$ cat src/sv/lkc_pkg.sv
// Package for the LRU key cache: sizes, command codes and shared types.
// Depends on nothing; used by every module of the block.
`timescale 1ns / 1ps

package lkc_pkg;

   // Number of slots and stored key width.
   localparam int CAPACITY = 5;
   localparam int KEY_BITS = 17;

   // Derived widths: slot index, recency rank and fill count.
   localparam int INDEX_W = (CAPACITY > 1) ? $clog2(CAPACITY) : 1;
   localparam int RANK_W  = INDEX_W;
   localparam int COUNT_W = $clog2(CAPACITY + 1);

   // Command codes.
   localparam logic CMD_ACCESS = 1'b0;
   localparam logic CMD_PROBE  = 1'b1;

   typedef logic [KEY_BITS-1:0] key_type;
   typedef logic [RANK_W-1:0]   rank_type;
   typedef logic [COUNT_W-1:0]  count_type;
   typedef logic [INDEX_W-1:0]  index_type;

   // One result transaction.
   typedef struct packed {
      logic      hit;
      logic      evicted;
      key_type   evicted_key;
      count_type entries_used;
   } result_type;

endpackage

$ cat src/sv/lkc_update.sv
// Combinational lookup and replacement step of the LRU key cache.
// Depends on lkc_pkg; instantiated by lru_key_cache.
`timescale 1ns / 1ps

module lkc_update (
   input  logic                                       cmd,
   input  lkc_pkg::key_type                           key,
   input  lkc_pkg::key_type  [lkc_pkg::CAPACITY-1:0]  slot_keys_ff,
   input  logic              [lkc_pkg::CAPACITY-1:0]  slot_valid_ff,
   input  lkc_pkg::rank_type [lkc_pkg::CAPACITY-1:0]  slot_rank_ff,
   input  lkc_pkg::count_type                         fill_level_ff,
   output lkc_pkg::key_type  [lkc_pkg::CAPACITY-1:0]  slot_keys_in,
   output logic              [lkc_pkg::CAPACITY-1:0]  slot_valid_in,
   output lkc_pkg::rank_type [lkc_pkg::CAPACITY-1:0]  slot_rank_in,
   output lkc_pkg::count_type                         fill_level_in,
   output lkc_pkg::result_type                        result
);
   import lkc_pkg::*;

   logic [CAPACITY-1:0] match_vec;
   logic                hit;
   logic                full;
   index_type           match_idx;
   index_type           free_idx;
   index_type           victim_idx;
   index_type           ins_idx;
   rank_type            match_rank;

   // Key comparators, one per slot.
   always_comb begin
      for (int i = 0; i < CAPACITY; i++) begin
         match_vec[i] = slot_valid_ff[i] && (slot_keys_ff[i] == key);
      end
   end

   assign hit  = |match_vec;
   assign full = (fill_level_ff >= COUNT_W'(CAPACITY));

   // Lowest-numbered matching slot, free slot and least recent slot.
   always_comb begin
      match_idx  = '0;
      free_idx   = '0;
      victim_idx = '0;
      for (int i = CAPACITY - 1; i >= 0; i--) begin
         if (match_vec[i]) begin
            match_idx = INDEX_W'(i);
         end
         if (!slot_valid_ff[i]) begin
            free_idx = INDEX_W'(i);
         end
         if (slot_valid_ff[i] && (slot_rank_ff[i] == RANK_W'(CAPACITY - 1))) begin
            victim_idx = INDEX_W'(i);
         end
      end
   end

   assign match_rank = slot_rank_ff[match_idx];
   assign ins_idx    = full ? victim_idx : free_idx;

   // Next slot contents and recency ranks.
   always_comb begin
      slot_keys_in  = slot_keys_ff;
      slot_valid_in = slot_valid_ff;
      slot_rank_in  = slot_rank_ff;
      fill_level_in = fill_level_ff;
      if (hit) begin
         if (cmd == CMD_ACCESS) begin
            for (int i = 0; i < CAPACITY; i++) begin
               if (INDEX_W'(i) == match_idx) begin
                  slot_rank_in[i] = '0;
               end else if (slot_valid_ff[i] && (slot_rank_ff[i] < match_rank)) begin
                  slot_rank_in[i] = slot_rank_ff[i] + RANK_W'(1);
               end
            end
         end
      end else begin
         // Insertion: every other valid slot ages by one step.
         for (int i = 0; i < CAPACITY; i++) begin
            if (INDEX_W'(i) == ins_idx) begin
               slot_keys_in[i]  = key;
               slot_valid_in[i] = 1'b1;
               slot_rank_in[i]  = '0;
            end else if (slot_valid_ff[i]
                         && (COUNT_W'(slot_rank_ff[i]) < COUNT_W'(CAPACITY))) begin
               slot_rank_in[i] = slot_rank_ff[i] + RANK_W'(1);
            end
         end
         if (!full) begin
            fill_level_in = fill_level_ff + COUNT_W'(1);
         end
      end
   end

   // Result of this transaction.
   always_comb begin
      result.hit          = hit;
      result.evicted      = !hit && full;
      result.evicted_key  = (!hit && full) ? slot_keys_ff[victim_idx] : '0;
      result.entries_used = fill_level_in;
   end

endmodule

$ cat src/sv/lru_key_cache.sv
// Top level of the LRU key cache: input register, slot state and result register.
// Depends on lkc_pkg and lkc_update.
//
//   Channel   Direction  Handshake            Payload
//   req       in         req_valid/req_stall  req_cmd, req_key
//   rsp       out        rsp_valid/rsp_stall  rsp_hit, rsp_evicted, rsp_evicted_key,
//                                             rsp_entries_used
//
// One transaction per cycle is taken and answered while rsp is not stalled; a
// request accepted into the input register is offered as a result once it
// advances into the result register.
// The lookup, victim choice and rank update for an item are combinational between
// those registers and commit when it advances, so the next item sees updated slots.
// Reset is synchronous and clears valid bits, ranks and fill count at once;
// slot keys are not cleared and no clearing pass is needed.
// A stall on rsp holds the result and, once the input register is occupied,
// raises req_stall in the same cycle.
`timescale 1ns / 1ps

module lru_key_cache (
   input  logic                 clock,
   input  logic                 reset,
   input  logic                 req_valid,
   output logic                 req_stall,
   input  logic                 req_cmd,
   input  lkc_pkg::key_type     req_key,
   output logic                 rsp_valid,
   input  logic                 rsp_stall,
   output logic                 rsp_hit,
   output logic                 rsp_evicted,
   output lkc_pkg::key_type     rsp_evicted_key,
   output lkc_pkg::count_type   rsp_entries_used
);
   import lkc_pkg::*;

   logic                        in_valid_ff;
   logic                        in_valid_in;
   logic                        in_cmd_ff;
   key_type                     in_key_ff;
   logic                        advance;

   key_type  [CAPACITY-1:0]     slot_keys_ff;
   key_type  [CAPACITY-1:0]     slot_keys_in;
   logic     [CAPACITY-1:0]     slot_valid_ff;
   logic     [CAPACITY-1:0]     slot_valid_in;
   rank_type [CAPACITY-1:0]     slot_rank_ff;
   rank_type [CAPACITY-1:0]     slot_rank_in;
   count_type                   fill_level_ff;
   count_type                   fill_level_in;

   result_type                  result;
   result_type                  rsp_ff;
   logic                        rsp_valid_ff;
   logic                        rsp_valid_in;

   // The held transaction moves on when the result register is free or being emptied.
   assign advance   = in_valid_ff && (!rsp_valid_ff || !rsp_stall);
   assign req_stall = in_valid_ff && !advance;

   assign in_valid_in  = req_stall ? in_valid_ff : req_valid;
   assign rsp_valid_in = advance ? 1'b1 : (rsp_valid_ff && rsp_stall);

   // Input register.
   always_ff @(posedge clock) begin
      if (reset) begin
         in_valid_ff <= 1'b0;
      end else begin
         in_valid_ff <= in_valid_in;
      end
      if (req_valid && !req_stall) begin
         in_cmd_ff <= req_cmd;
         in_key_ff <= req_key;
      end
   end

   // Lookup and replacement for the held transaction.
   lkc_update u_update (
      .cmd           (in_cmd_ff),
      .key           (in_key_ff),
      .slot_keys_ff  (slot_keys_ff),
      .slot_valid_ff (slot_valid_ff),
      .slot_rank_ff  (slot_rank_ff),
      .fill_level_ff (fill_level_ff),
      .slot_keys_in  (slot_keys_in),
      .slot_valid_in (slot_valid_in),
      .slot_rank_in  (slot_rank_in),
      .fill_level_in (fill_level_in),
      .result        (result)
   );

   // Slot state, committed when the transaction advances.
   always_ff @(posedge clock) begin
      if (reset) begin
         slot_valid_ff <= '0;
         slot_rank_ff  <= '0;
         fill_level_ff <= '0;
      end else if (advance) begin
         slot_valid_ff <= slot_valid_in;
         slot_rank_ff  <= slot_rank_in;
         fill_level_ff <= fill_level_in;
      end
      if (advance) begin
         slot_keys_ff <= slot_keys_in;
      end
   end

   // Result register.
   always_ff @(posedge clock) begin
      if (reset) begin
         rsp_valid_ff <= 1'b0;
      end else begin
         rsp_valid_ff <= rsp_valid_in;
      end
      if (advance) begin
         rsp_ff <= result;
      end
   end

   assign rsp_valid        = rsp_valid_ff;
   assign rsp_hit          = rsp_ff.hit;
   assign rsp_evicted      = rsp_ff.evicted;
   assign rsp_evicted_key  = rsp_ff.evicted_key;
   assign rsp_entries_used = rsp_ff.entries_used;

endmodule

$ cat config.mk
export PLATFORM = sky130hd
export DESIGN_NAME = lru_key_cache
export DESIGN_NICKNAME = d
export VERILOG_FILES = /design/src/sv/lkc_pkg.sv /design/src/sv/lkc_update.sv /design/src/sv/lru_key_cache.sv
export SDC_FILE = /design/constraint.sdc
export NUM_CORES = 1
export LEC_CHECK = 0
export BUFFER_PORTS_ARGS = -buffer_cell sky130_fd_sc_hd__buf_4
export CORE_UTILIZATION = 47
export CTS_BUF_LIST = sky130_fd_sc_hd__clkbuf_16
export DETAILED_ROUTE_END_ITERATION = 7
export GPL_ROUTABILITY_DRIVEN = 0
export PLACE_DENSITY = 0.73
export SYNTH_ARGS = -nofsm -noshare
export SYNTH_HDL_FRONTEND = slang
export SYNTH_SLANG_ARGS = --single-unit
$ cat constraint.sdc
create_clock -name clock -period 4.1 [get_ports clock]
set_input_delay 0.205 -clock clock [delete_from_list [all_inputs] [get_ports clock]]
set_output_delay 0.205 -clock clock [all_outputs]
set_load 0.1 [all_outputs]
==> results.sh <==
export IMPL_status="completed"
export IMPL_antenna_found_initial=0
export IMPL_placedInstanceArea_mm2=0.008867
export IMPL_finClkSkew_ps=12.96
export IMPL_area_growth_pct=22.68
export IMPL_htree_levels=4
export IMPL_rows=47
export IMPL_drt_pass1_iterations=6
export IMPL_postSynthAreaPerCell_um2=10.97
export IMPL_cts_tree="yes"
export IMPL_final_area_mm2=0.009971
export IMPL_netlist_instances=741
export IMPL_hold_viol_final=0
export IMPL_clock_path_buffers=2
export IMPL_drive_gt1_share_pct=22.56
export IMPL_path_delay_family="simple AND/OR/NAND/NOR gates"
export IMPL_ys_ff_latch=150
export IMPL_r2r_end="slot_rank_ff[9]"
export IMPL_die_width_um=133.5
export IMPL_grt_pass1_wl_mm=34.65
export IMPL_power_leakage_nw=3.497
export IMPL_slew_headroom_pct=50.10
export IMPL_port_buffers=45
export IMPL_cellPowerDensity_mw_per_mm2=368.2
export IMPL_worstPathArrival_ps=4360
export IMPL_nNetsFinal=886
export IMPL_setup_viol=0
export IMPL_power_mw=3.671
export IMPL_wire_per_inst_um=21.20
export IMPL_synth_seq_area_share_pct=52.34
export IMPL_synthTopCellsByArea="edfxtp_1 46%, dfxtp_1 6.2%, xnor2_1 4.5%"
export IMPL_clkTransAtPathRegs_ps=60
export IMPL_drcViolationCount=0
export IMPL_syn_nets=780
export IMPL_critical_path_class="flop to flop"
export IMPL_drv_slew=0
export IMPL_setup_slack_ps=105.3
export IMPL_rr_worst_depth=15
export IMPL_crit_slowest_cell="edfxtp_1"
export IMPL_cts_inserted_buffers=17
export IMPL_clkLatencyLatePin_ps=440
export IMPL_period_minus_slack_ps=3995
export IMPL_synthArstFlopShare_pct=0
export IMPL_worstMarginPinSlew_ps=747.7
export IMPL_post_synth_top_area_cell="edfxtp_1"
export IMPL_rsz0062_at_grt="true"
export IMPL_first_iter_violations=711
export IMPL_cts_sinks=150
export IMPL_grt_pass1_vias=6306
export IMPL_syn_area_mm2=0.008128
export IMPL_endpoint_kind="flop"
export IMPL_drtAntennaViolNets=0
export IMPL_cp_required_ps=4460
export IMPL_holdPathStages=3
export IMPL_antenna_cells=0
export IMPL_cp_cell_sequence="xor2_1, nor4b_1, nand3_1, or2_2, or3_1, a21oi_2, a21oi_1, o21ai_1, nor2_1, a21oi_2, ha_1, o41a_1, a31o_1, or4_1, a21oi_1"
export IMPL_vdd_drop_max_v=0.0004050
export IMPL_start_util_pct=48.50
export IMPL_maxCapViolCount=0
export IMPL_synth_edf_count=125
export IMPL_grt_max_degree=36
export IMPL_yosysTopAreaCellShare_pct=46.18
export IMPL_num_vias=6618
export IMPL_synth_flop_cell="edfxtp_1"
export IMPL_fillCellCount=1332
export IMPL_hold_end="rsp_valid"
export IMPL_io_pins=46
export IMPL_startpoint_type="flop"
export IMPL_timing_reg2reg_setup_slack_ps=110
export IMPL_routed_wl_mm=22.89
export IMPL_max_freq_mhz=250.3
export IMPL_crit_buf_inv=0
export IMPL_critical_path_max_stage_delay_ps=510
export IMPL_path_max_fanout=5
export IMPL_synthDistinctLibCells=70
export IMPL_multiInputGateArea_mm2=0.003712
export IMPL_place_ws_ps=-199.8
export IMPL_hp_class="primary input to flop"
export IMPL_track_usage_pct=26.08
export IMPL_post_route_period_util_pct=97.43
export IMPL_detail_route_vias_per_cell=6.128
export IMPL_fp_dieArea_mm2=0.01782
export IMPL_root_buffer="clkbuf_16"
export IMPL_die_h_um=133.5
export IMPL_hold_start="rsp_stall"
export IMPL_rr_startpoint="in_key_ff[5]"
export IMPL_yosysWarnings=0
export IMPL_dp_hpwl_mm=15.72
export IMPL_core_area_mm2=0.01676
export IMPL_overflow=0
export IMPL_seq_area_mm2=0.004254
==> per-layer routing <==
metal | vias to the layer above | part of all wire (%) | track usage (%)
met1 | 3192 | 40 | 33.00
met4 | 0 | 3.7 | 12.69
met3 | 73 | 8.5 | 6.050
met5 | - | 0 | 0
met2 | 365 | 48 | 42.13
li1 | 2988 | - | -
==> what timing repair did <==
action                     CTS  global route
setup endpoints to repair    7            32
pin swaps                    0            12
gates resized for setup      3            28
hold endpoints to repair    19             0
gates cloned                 0             1
setup buffers                2            16
hold buffers                19             0
==> through the flow <==
step           hold WS, ps  util (%)  setup TNS [ps]  instances
2_1_floorplan        303.9         -               0        741
3_3_place_gp         382.8     52.91          -60.58       1010
3_5_place_dp         384.3     52.91          -420.4       1010
4_1_cts              19.45     57.81               0       1063
5_1_grt              17.95     59.49          -282.4       1080
6_report             23.48     59.49               0       1080
==> synthesized netlist by cell type, drive strengths merged, types with 2 or more instances <==
cell     count
edfxtp     125
nand2       59
nor2        53
xnor2       49
a21oi       36
xor2        36
o21ai       28
clkbuf      25
dfxtp       25
and2        24
a211oi      23
buf         23
nand4       21
a311oi      20
nor4        20
nor3        18
ha          17
inv         16
nand3       16
and3         9
a31oi        8
nand2b       8
or3          7
o31ai        6
mux2i        5
nor2b        4
nor4b        4
o211ai       4
o21a         4
or2          4
and4         3
o2111ai      3
o22ai        3
o311a        3
or3b         3
a21boi       2
a21o         2
nand3b       2
nor3b        2
o221a        2
o221ai       2
or4          2
or4b         2
==> layout by cell type (no fill, tap or decap), types with 4 or more instances in the layout <==
cell type,synthesis,layout
inv_1,16,17
nand2_1,59,59
o21a_1,4,4
and2_1,23,23
nor4_1,18,16
a311oi_1,19,17
and3_1,9,9
a21oi_1,36,34
buf_4,4,113
ha_1,17,17
nand3_1,16,16
xnor2_2,7,13
dfxtp_1,25,25
xnor2_1,42,34
xor2_1,36,35
o31ai_1,6,6
or3_1,5,5
nand2b_1,8,8
nor3_1,16,15
inv_6,0,4
a211oi_1,23,22
edfxtp_1,125,125
a31oi_1,8,8
o211ai_1,4,4
dlygate4sd3_1,0,19
mux2i_1,5,5
nor2_1,53,50
clkbuf_16,0,17
o21ai_0,28,25
nand4_1,21,21
==> state kept, by name, summed over array words and instances, names as in the netlist, 3 cells and up <==
register / flops
rsp_evicted_key: 17
slot_keys_ff: 85
rsp_entries_used: 3
slot_valid_ff: 5
slot_rank_ff: 15
in_key_ff: 17
fill_level_ff: 3
==> power breakdown <==
part | internal [mW] | switching [mW]
Clock | 0.913 | 0.682
Combinational | 0.134 | 0.215
Sequential | 1.69 | 0.0372
Total | 2.74 | 0.934
==> worst min-delay path, stage by stage <==
cell and delay [ps]:
buf_4 90, a21oi_1 50, nor2_1 80
==> final cells by class <==
class | count | area share (%)
clock buffer | 17 | 4.267
clock inverter | 15 | 1.744
inverter | 17 | 0.6400
multi-input combinational | 526 | 37.23
sequential | 150 | 42.67
tap | 220 | 2.761
timing repair buffer | 135 | 10.69
==> how the worst max path moves through the flow <==
stage / start / endpoint / slack (ps) / cells after the start
global placement: in_key_ff[15] / slot_rank_ff[5] / -60 / 16
detailed placement: in_key_ff[15] / slot_rank_ff[5] / -200 / 16
CTS: in_key_ff[14] / slot_rank_ff[5] / 60 / 16
finish: in_key_ff[5] / slot_rank_ff[9] / 110 / 15
floorplan: in_key_ff[5] / slot_rank_ff[5] / 250 / 19
global route: in_key_ff[5] / slot_rank_ff[9] / -80 / 15
==> kinds of logic (layout without fill, tap and decap cells) <==
family	after synthesis	after routing	synth area share (%)
adder cells (fa/ha/maj)	17	17	2.617
buffers and inverters	65	184	4.064
flip-flops	150	150	52.34
AO/OA/AOI/OAI	155	155	12.99
XOR/XNOR	85	85	9.806
AND/OR/NAND/NOR	263	263	17.43
multiplexers	6	6	0.7543
(Power assumes the default switching activity.)
